**src/sv/stepper_step_pulse_generator_assert.svh**
```systemverilog
// Assertion macros for the step pulse generator.
`ifndef STEPPER_STEP_PULSE_GENERATOR_ASSERT_SVH
`define STEPPER_STEP_PULSE_GENERATOR_ASSERT_SVH

// The consequent must hold in the same cycle as the antecedent.
`define SSPG_ASSERT_NOW(label, clk, rstn, ante, cons) \
    label: assert property (@(posedge clk) disable iff (!(rstn)) (ante) |-> (cons)) \
        else $error("step pulse generator check failed");

// The consequent must hold in the cycle after the antecedent.
`define SSPG_ASSERT_NEXT(label, clk, rstn, ante, cons) \
    label: assert property (@(posedge clk) disable iff (!(rstn)) (ante) |=> (cons)) \
        else $error("step pulse generator check failed");

`endif

```
**src/sv/sspg_pkg.sv**
```systemverilog
package sspg_pkg;

    localparam int unsigned COUNT_W = 32;
    localparam int unsigned SPR_W = 16;
    localparam int unsigned WAIT_W = 16;
    localparam int unsigned MODE_W = 4;
    localparam int unsigned MAP_W = 36;
    localparam int unsigned STEPS_W = 56;
    localparam int unsigned PROD_W = COUNT_W + SPR_W;
    localparam int unsigned CFG_DATA_W = 36;
    localparam int unsigned CFG_IDX_W = 3;

    localparam logic [MODE_W-1:0] MAX_MODE = 4'd8;
    localparam logic [COUNT_W-1:0] RST_STEP_PERIOD = 32'd1;
    localparam logic [SPR_W-1:0] RST_STEPS_PER_REV = 16'd200;
    localparam logic [WAIT_W-1:0] RST_STANDBY_WAIT = 16'd100;

    typedef enum logic [1:0] {
        OP_TICK      = 2'd0,
        OP_RUN_STEPS = 2'd1,
        OP_RUN_REVS  = 2'd2,
        OP_STOP      = 2'd3
    } op_t;

    typedef enum logic [CFG_IDX_W-1:0] {
        CFG_STEP_MODE     = 3'd0,
        CFG_MODE_MAP      = 3'd1,
        CFG_STEP_PERIOD   = 3'd2,
        CFG_STEPS_PER_REV = 3'd3,
        CFG_STANDBY_WAIT  = 3'd4
    } cfg_idx_t;

    typedef enum logic [2:0] {
        PH_STANDBY = 3'd0,
        PH_WAIT_SB = 3'd1,
        PH_WAIT_EN = 3'd2,
        PH_HIGH    = 3'd3,
        PH_LOW     = 3'd4,
        PH_DONE    = 3'd5
    } phase_t;

endpackage

```
**src/sv/stepper_step_pulse_generator.sv**
```systemverilog
// Step/direction pulse generator for a microstepping driver. Every input beat
// is a tick, a run by steps, a run by revolutions or a stop, and yields exactly
// one result beat with the pin levels and run flags after that input. The block
// takes one input beat per clock cycle while m_ready does not stall the result;
// a result beat is presented once its input beat has gone from the input
// register through the phase update and the 32 by 16 revolution multiply into
// the result register. Configuration writes through cfg_wr_en, cfg_index and
// cfg_wr_data land in the configuration registers and should only be made while no beat is in flight.
`include "stepper_step_pulse_generator_assert.svh"

module stepper_step_pulse_generator (
    input  logic                                aclk,
    input  logic                                aresetn,

    input  logic                                cfg_wr_en,
    input  logic [sspg_pkg::CFG_IDX_W-1:0]      cfg_index,
    input  logic [sspg_pkg::CFG_DATA_W-1:0]     cfg_wr_data,

    input  logic                                s_valid,
    output logic                                s_ready,
    input  logic [1:0]                          s_op,
    input  logic [sspg_pkg::COUNT_W-1:0]        s_count,
    input  logic                                s_direction,

    output logic                                m_valid,
    input  logic                                m_ready,
    output logic                                m_standby_pin,
    output logic                                m_step_pin,
    output logic                                m_dir_pin,
    output logic                                m_mode_one_pin,
    output logic                                m_mode_two_pin,
    output logic                                m_running,
    output logic                                m_finished
);

    logic [sspg_pkg::MODE_W-1:0]   step_mode_reg;
    logic [sspg_pkg::MAP_W-1:0]    mode_map_reg;
    logic [sspg_pkg::COUNT_W-1:0]  step_period_reg;
    logic [sspg_pkg::SPR_W-1:0]    steps_per_rev_reg;
    logic [sspg_pkg::WAIT_W-1:0]   standby_wait_reg;

    logic                          in_valid_reg;
    logic                          in_valid_next;
    sspg_pkg::op_t                 in_op_reg;
    logic [sspg_pkg::COUNT_W-1:0]  in_count_reg;
    logic                          in_dir_reg;

    sspg_pkg::phase_t              phase_reg;
    sspg_pkg::phase_t              phase_next;
    logic [sspg_pkg::STEPS_W-1:0]  steps_left_reg;
    logic [sspg_pkg::STEPS_W-1:0]  steps_left_next;
    logic [sspg_pkg::COUNT_W-1:0]  tick_count_reg;
    logic [sspg_pkg::COUNT_W-1:0]  tick_count_next;
    logic                          held_dir_reg;
    logic                          held_dir_next;
    logic                          run_flag_reg;
    logic                          run_flag_next;
    logic                          fin_next;

    logic                          m_valid_reg;
    logic                          m_valid_next;
    logic                          standby_pin_reg;
    logic                          standby_pin_next;
    logic                          step_pin_reg;
    logic                          step_pin_next;
    logic                          dir_pin_reg;
    logic                          dir_pin_next;
    logic                          mode_one_reg;
    logic                          mode_two_reg;
    logic                          running_reg;
    logic                          finished_reg;

    logic                          advance;
    logic                          proc;
    logic [sspg_pkg::MODE_W-1:0]   eff_mode;
    logic [3:0]                    pattern;
    logic [sspg_pkg::PROD_W-1:0]   rev_prod;
    logic [sspg_pkg::STEPS_W-1:0]  rev_steps;
    logic [sspg_pkg::STEPS_W-1:0]  run_steps;
    logic [sspg_pkg::COUNT_W-1:0]  tick_inc;
    logic [sspg_pkg::STEPS_W-1:0]  steps_dec;

    assign advance = !m_valid_reg || m_ready;
    assign proc    = in_valid_reg && advance;
    assign s_ready = !in_valid_reg || advance;

    assign eff_mode  = (step_mode_reg > sspg_pkg::MAX_MODE) ? sspg_pkg::MAX_MODE
                                                             : step_mode_reg;
    assign pattern   = mode_map_reg[{eff_mode, 2'b00} +: 4];
    assign rev_prod  = in_count_reg * sspg_pkg::PROD_W'(steps_per_rev_reg);
    assign rev_steps = sspg_pkg::STEPS_W'(rev_prod) << eff_mode;
    assign run_steps = (in_op_reg == sspg_pkg::OP_RUN_REVS) ? rev_steps
                                                            : sspg_pkg::STEPS_W'(in_count_reg);
    assign tick_inc  = tick_count_reg + 1'b1;
    assign steps_dec = steps_left_reg - 1'b1;

    assign in_valid_next = (s_valid && s_ready) ? 1'b1 : (proc ? 1'b0 : in_valid_reg);
    assign m_valid_next  = proc ? 1'b1 : (m_ready ? 1'b0 : m_valid_reg);

    always_comb begin
        phase_next      = phase_reg;
        steps_left_next = steps_left_reg;
        tick_count_next = tick_count_reg;
        held_dir_next   = held_dir_reg;
        run_flag_next   = run_flag_reg;
        fin_next        = 1'b0;
        case (in_op_reg)
            sspg_pkg::OP_TICK: begin
                case (phase_reg)
                    sspg_pkg::PH_WAIT_SB, sspg_pkg::PH_WAIT_EN: begin
                        if (tick_inc >= sspg_pkg::COUNT_W'(standby_wait_reg)) begin
                            tick_count_next = '0;
                            if (steps_left_reg == '0) begin
                                phase_next    = sspg_pkg::PH_DONE;
                                run_flag_next = 1'b0;
                                fin_next      = 1'b1;
                            end else begin
                                phase_next = sspg_pkg::PH_HIGH;
                            end
                        end else begin
                            tick_count_next = tick_inc;
                        end
                    end
                    sspg_pkg::PH_HIGH: begin
                        if (tick_inc >= step_period_reg) begin
                            tick_count_next = '0;
                            phase_next      = sspg_pkg::PH_LOW;
                        end else begin
                            tick_count_next = tick_inc;
                        end
                    end
                    sspg_pkg::PH_LOW: begin
                        if (tick_inc >= step_period_reg) begin
                            tick_count_next = '0;
                            steps_left_next = steps_dec;
                            if (steps_dec == '0) begin
                                phase_next    = sspg_pkg::PH_DONE;
                                run_flag_next = 1'b0;
                                fin_next      = 1'b1;
                            end else begin
                                phase_next = sspg_pkg::PH_HIGH;
                            end
                        end else begin
                            tick_count_next = tick_inc;
                        end
                    end
                    default: begin
                    end
                endcase
            end
            sspg_pkg::OP_RUN_STEPS, sspg_pkg::OP_RUN_REVS: begin
                if (!run_flag_reg) begin
                    run_flag_next   = 1'b1;
                    steps_left_next = run_steps;
                    held_dir_next   = in_dir_reg;
                    tick_count_next = '0;
                    phase_next      = (phase_reg == sspg_pkg::PH_DONE) ? sspg_pkg::PH_WAIT_EN
                                                                       : sspg_pkg::PH_WAIT_SB;
                    if (standby_wait_reg == '0) begin
                        if (run_steps == '0) begin
                            phase_next    = sspg_pkg::PH_DONE;
                            run_flag_next = 1'b0;
                            fin_next      = 1'b1;
                        end else begin
                            phase_next = sspg_pkg::PH_HIGH;
                        end
                    end
                end
            end
            default: begin
                phase_next      = sspg_pkg::PH_STANDBY;
                run_flag_next   = 1'b0;
                steps_left_next = '0;
                tick_count_next = '0;
            end
        endcase
    end

    always_comb begin
        case (phase_next)
            sspg_pkg::PH_STANDBY: begin
                standby_pin_next = 1'b0;
                step_pin_next    = pattern[3];
                dir_pin_next     = pattern[2];
            end
            sspg_pkg::PH_WAIT_SB: begin
                standby_pin_next = 1'b1;
                step_pin_next    = pattern[3];
                dir_pin_next     = pattern[2];
            end
            sspg_pkg::PH_HIGH: begin
                standby_pin_next = 1'b1;
                step_pin_next    = 1'b1;
                dir_pin_next     = held_dir_next;
            end
            default: begin
                standby_pin_next = 1'b1;
                step_pin_next    = 1'b0;
                dir_pin_next     = held_dir_next;
            end
        endcase
    end

    always_ff @(posedge aclk) begin
        if (!aresetn) begin
            step_mode_reg     <= '0;
            mode_map_reg      <= '0;
            step_period_reg   <= sspg_pkg::RST_STEP_PERIOD;
            steps_per_rev_reg <= sspg_pkg::RST_STEPS_PER_REV;
            standby_wait_reg  <= sspg_pkg::RST_STANDBY_WAIT;
        end else if (cfg_wr_en) begin
            case (cfg_index)
                sspg_pkg::CFG_STEP_MODE: begin
                    step_mode_reg <= cfg_wr_data[sspg_pkg::MODE_W-1:0];
                end
                sspg_pkg::CFG_MODE_MAP: begin
                    mode_map_reg <= cfg_wr_data[sspg_pkg::MAP_W-1:0];
                end
                sspg_pkg::CFG_STEP_PERIOD: begin
                    if (cfg_wr_data[sspg_pkg::COUNT_W-1:0] == '0) begin
                        step_period_reg <= sspg_pkg::RST_STEP_PERIOD;
                    end else begin
                        step_period_reg <= cfg_wr_data[sspg_pkg::COUNT_W-1:0];
                    end
                end
                sspg_pkg::CFG_STEPS_PER_REV: begin
                    steps_per_rev_reg <= cfg_wr_data[sspg_pkg::SPR_W-1:0];
                end
                sspg_pkg::CFG_STANDBY_WAIT: begin
                    standby_wait_reg <= cfg_wr_data[sspg_pkg::WAIT_W-1:0];
                end
                default: begin
                end
            endcase
        end
    end

    always_ff @(posedge aclk) begin
        if (!aresetn) begin
            in_valid_reg   <= 1'b0;
            m_valid_reg    <= 1'b0;
            phase_reg      <= sspg_pkg::PH_STANDBY;
            steps_left_reg <= '0;
            tick_count_reg <= '0;
            held_dir_reg   <= 1'b0;
            run_flag_reg   <= 1'b0;
        end else begin
            in_valid_reg <= in_valid_next;
            m_valid_reg  <= m_valid_next;
            if (proc) begin
                phase_reg      <= phase_next;
                steps_left_reg <= steps_left_next;
                tick_count_reg <= tick_count_next;
                held_dir_reg   <= held_dir_next;
                run_flag_reg   <= run_flag_next;
            end
        end
    end

    always_ff @(posedge aclk) begin
        if (s_valid && s_ready) begin
            in_op_reg    <= sspg_pkg::op_t'(s_op);
            in_count_reg <= s_count;
            in_dir_reg   <= s_direction;
        end
        if (proc) begin
            standby_pin_reg <= standby_pin_next;
            step_pin_reg    <= step_pin_next;
            dir_pin_reg     <= dir_pin_next;
            mode_one_reg    <= pattern[1];
            mode_two_reg    <= pattern[0];
            running_reg     <= run_flag_next;
            finished_reg    <= fin_next;
        end
    end

    assign m_valid        = m_valid_reg;
    assign m_standby_pin  = standby_pin_reg;
    assign m_step_pin     = step_pin_reg;
    assign m_dir_pin      = dir_pin_reg;
    assign m_mode_one_pin = mode_one_reg;
    assign m_mode_two_pin = mode_two_reg;
    assign m_running      = running_reg;
    assign m_finished     = finished_reg;

    `SSPG_ASSERT_NOW(a_running_enabled, aclk, aresetn, m_valid && m_running, m_standby_pin)
    `SSPG_ASSERT_NOW(a_finished_idle, aclk, aresetn, m_valid && m_finished,
        !m_running && m_standby_pin)
    `SSPG_ASSERT_NOW(a_standby_clear, aclk, aresetn, phase_reg == sspg_pkg::PH_STANDBY,
        !run_flag_reg && (steps_left_reg == '0))
    `SSPG_ASSERT_NOW(a_pulse_has_steps, aclk, aresetn,
        (phase_reg == sspg_pkg::PH_HIGH) || (phase_reg == sspg_pkg::PH_LOW),
        run_flag_reg && (steps_left_reg != '0))
    `SSPG_ASSERT_NEXT(a_stop_to_standby, aclk, aresetn,
        proc && (in_op_reg == sspg_pkg::OP_STOP),
        (phase_reg == sspg_pkg::PH_STANDBY) && m_valid && !m_running)

endmodule

```
**config.mk**
```make
export PLATFORM = sky130hd
export DESIGN_NAME = stepper_step_pulse_generator
export DESIGN_NICKNAME = d
export VERILOG_FILES = /design/src/sv/sspg_pkg.sv /design/src/sv/stepper_step_pulse_generator.sv
export VERILOG_INCLUDE_DIRS = /design/src /design/src/sv
export SDC_FILE = /design/constraint.sdc
export NUM_CORES = 2
export LEC_CHECK = 0
export BUFFER_PORTS_ARGS = -buffer_cell sky130_fd_sc_hd__buf_2
export CAP_MARGIN = 20
export CORE_MARGIN = 4
export CORE_UTILIZATION = 55
export CTS_BUF_LIST = sky130_fd_sc_hd__clkbuf_4
export CTS_CLUSTER_DIAMETER = 120
export CTS_CLUSTER_SIZE = 12
export DETAILED_ROUTE_END_ITERATION = 7
export GPL_TIMING_DRIVEN = 1
export PLACE_DENSITY = 0.8
export SKIP_CTS_REPAIR_TIMING = 1
export SLEW_MARGIN = 20
export SYNTH_ARGS = -nofsm -noshare
export SYNTH_HDL_FRONTEND = slang
export SYNTH_SLANG_ARGS = --single-unit
```
**constraint.sdc**
```tcl
create_clock -name aclk -period 10.8 [get_ports aclk]
set_input_delay 2.16 -clock aclk [delete_from_list [all_inputs] [get_ports aclk]]
set_output_delay 2.16 -clock aclk [all_outputs]
set_load 0.05 [all_outputs]
```
==> impl_summary.txt <==
----------------------------------------------------
[STA]
  Slew Viols, Final ... 0
  Final Critical Period ... 9789 ps
  Setup Viol. Count Final ... 0
  Maximum operating frequency ... between 100 and 150 MHz
  Pin slew with the least headroom to its limit ... 1086 ps
  Post-route clock period utilization ... around nine tenths
  Post-Route Skew ... 42.98 ps
  Relative slew slack ... 27.53%
  Fin Setup TNS ... 0 ps
  Unrepaired setup endpoints after global routing ... no
  Final count of hold timing violations ... 0

[Detailed routing]
  Mean routed wirelength per cell ... 22.37 um
  Drt pass-1 iters ... 6
  DRC violations left ... 0
  Via count normalized by instance count ... around 6.5
  Count of routing violations after the opening detailed-route iteration ... between 3,000 and 4,000
  Final antenna-violating net count ... 0
  Post-Route WL ... 109,800 um
  Number of vias after detailed routing ... 31,900

[Worst setup path]
  Worst path slowest cell ... sky130_fd_sc_hd__dfxtp_1
  Worst path max stage delay ... 1050 ps
  Critical Path Source Type ... flip-flop
  Combined buffer and inverter count along the critical path ... 3
  Worst-path cell chain ... buf_4 -> and2_1 -> fa_1 -> fa_1 -> inv_1 -> fa_1 -> fa_1 -> fa_1 -> inv_1 -> fa_1 -> ha_1 -> nand4_1 -> nor3_1 -> nand4_1 -> a2111oi_0 -> or3_1 -> o211ai_1 -> a221oi_1 -> nand4_1 -> nor4_1 -> nand4_1 -> or4b_1 -> o21ai_0 -> a21oi_1
  Endpoint class of the critical path ... flip-flop
  Top delay family on crit path ... adder cells
  Data arrival time of the worst path ... 10,400 ps
  Most frequent cell on the critical path ... sky130_fd_sc_hd__fa_1
  Critical path start-end classification ... reg2reg
  Highest fanout seen on the critical path ... 24
  Worst path required time ... between 10,000 and 15,000 ps

[Power and ir drop]
  Power per cell area ... 175.9 nW/um^2
  Worst-case vdd ir drop ... 0.1586 mV
  Leakage Power ... between 0.01 and 0.015 uW

[Die]
  Total core area ... 60,470 um^2
  Initial cell density of the core ... a little under three fifths
  Die area ... 65,190 um^2
  Horiz. Die Dim ... approximately 260 um
  Ports placed on the boundary ... 88
  Number of placement rows ... 90
  Die height ... 255.3 um

[Global route]
  Wire length of the first global-routing pass ... 174,600 um
  Final global-route overflow total ... 0
  Pin count of the biggest net entering global routing ... 97
  Global-route total usage across every layer ... 33.01%
  Number of antenna violations at the first check in global routing ... 3
  Vias in the first global route ... 31,620

[Synth]
  Warnings from Yosys ... 0
  Netlist cell types ... 93
  Fraction of synthesis flops using an asynchronous set or reset pin ... 0%
  Post-Syn Instances ... 4,220
  Area share of the largest cell type after synthesis ... 24.87%
  Synth cell count leaders ... sky130_fd_sc_hd__nand2_1, sky130_fd_sc_hd__fa_1, sky130_fd_sc_hd__inv_1, sky130_fd_sc_hd__a21oi_1, sky130_fd_sc_hd__nor2_1
  Yosys reg bits ... 241
  Post-synth net total ... slightly below 5,000
  Area of the mapped netlist ... 33,640 um^2
  Leading cell type by number of instances after synthesis ... sky130_fd_sc_hd__nand2_1
  Cell types occupying the most area after synthesis ... sky130_fd_sc_hd__fa_1, sky130_fd_sc_hd__dfxtp_1, sky130_fd_sc_hd__nand2_1, sky130_fd_sc_hd__ha_1, sky130_fd_sc_hd__a21oi_1
  Leading register cell type out of synthesis ... sky130_fd_sc_hd__dfxtp_1
  EDFF count, synth ... 42
  Synthesized area per cell ... 7.973 um^2
  Sequential element share of the synthesized area ... 15.59%
  Cell accounting for the most synthesized area ... sky130_fd_sc_hd__fa_1

[Clock network]
  TritonCTS clock tree ... yes
  Clock root buffer ... sky130_fd_sc_hd__clkbuf_4
  Clock tree sinks ... 241
  Later-pin clock latency in the skew report ... around 860 ps
  Longest Clk Path Bufs ... 3
  # H-tree levels ... 1
  Clock transition time at the flip-flop clock pins of the worst setup and hold paths ... approximately 180 ps
  Number of CTS-inserted buffers ... 26

[Worst hold path]
  Hold Path Class ... reg2reg

[Cells and area]
  Max FFs per register ... 56
  Layout Nets ... 4,785
  Area growth from synthesis to final layout ... 3.522%
  Utilization after layout ... 57.60%
  Layout cells sized above 1 ... under 10%

[Placed design]
  Final weighted congestion of routability-driven global placement ... 1.030
  Number of input and output port buffers inserted ... 87
  HPWL reported at the end of detailed placement ... 83,000 um

[Run]
  Number of max-cap violations ... 0

[Run status]
  Outcome ... completed

----------------------------------------------------
[where the power goes]
part | switching [uW] | total, uW | internal, uW | leakage, uW
Clock | 369 | 538 | 168 | 0.000186
Sequential | 70.7 | 1010 | 944 | 0.00202
Combinational | 3080 | 4570 | 1500 | 0.0107
[path summary, 6_finish.rpt]
kind / start / end / slack [ps] / cells after the start
setup / recovery: steps_per_rev_reg[5] / m_running / 1010 / 24
hold / removal: mode_map_reg[9] / mode_map_reg[9] / 460 / 2
setup reg to reg: steps_per_rev_reg[5] / m_running / 1010 / 24
hold reg to reg: mode_map_reg[9] / mode_map_reg[9] / 460 / 2
[cells in the final DEF (no fill, tap or decap), drive strengths merged, types with 69 or more instances in the layout]
master / count
ha: 175
fa: 418
nand4: 69
and2: 228
buf: 152
o21ai: 138
xnor2: 74
a21oi: 290
nand2: 720
nor2: 278
dfxtp: 199
inv: 358
nor3: 108
[area by class of cell]
class / count / area (um^2)
timing repair buffer: 152 / 923.4
tap: 782 / 978.4
sequential: 241 / 5251
antenna: 3 / 7.507
clock buffer: 32 / 240.2
inverter: 359 / 1353
fill: 5559 / 25640
multi-input combinational: 3333 / 26000
clock inverter: 6 / 76.32
[per-stage QoR]
stage                     total power [uW]  cells  cell area, um^2  worst slack (ps)  hold slack [ps]
after floorplan                       4171   4220            33640              3226            431.8
after global placement                5418   4867            34500              1418            441.7
after detailed placement              5419   4867            34500              1244            445.7
after CTS                             5980   4905            34820              1180            463.4
after global routing                  6517   4907            34830             642.7            478.0
final                                 6126   4908            34830              1011            462.2
[per-layer routing]
| metal | vias up | GRT usage (%) | wire length (um) |
|---|---|---|---|
| met1 | 15520 | 44.21 | 43320 |
| li1 | 14220 | - | - |
| met5 | - | 0 | 0 |
| met3 | 355 | 5.486 | 10310 |
| met2 | 1801 | 53.85 | 51060 |
| met4 | 0 | 13.07 | 5077 |
[worst register-to-register path, delay by kind of cell (launching register included)]
kind                     cells  cell delay (ps)
flip-flops                   1             1050
AO/OA/AOI/OAI                5             1970
adder cells (fa/ha/maj)      7             3540
buffers and inverters        3              380
AND/OR/NAND/NOR              9             2630
[cell families (layout without fill, tap and decap cells)]
kind of cell / after synthesis / after routing / synth area share [%]
AO/OA/AOI/OAI: 887 / 887 / 17.40
adder cells (fa/ha/maj): 593 / 593 / 31.38
flip-flops: 241 / 241 / 15.59
buffers and inverters: 646 / 549 / 7.255
XOR/XNOR: 107 / 107 / 2.808
other: 0 / 3 / 0
AND/OR/NAND/NOR: 1711 / 1711 / 24.35
multiplexers: 35 / 35 / 1.212
Power figures use the tool's default switching activity.
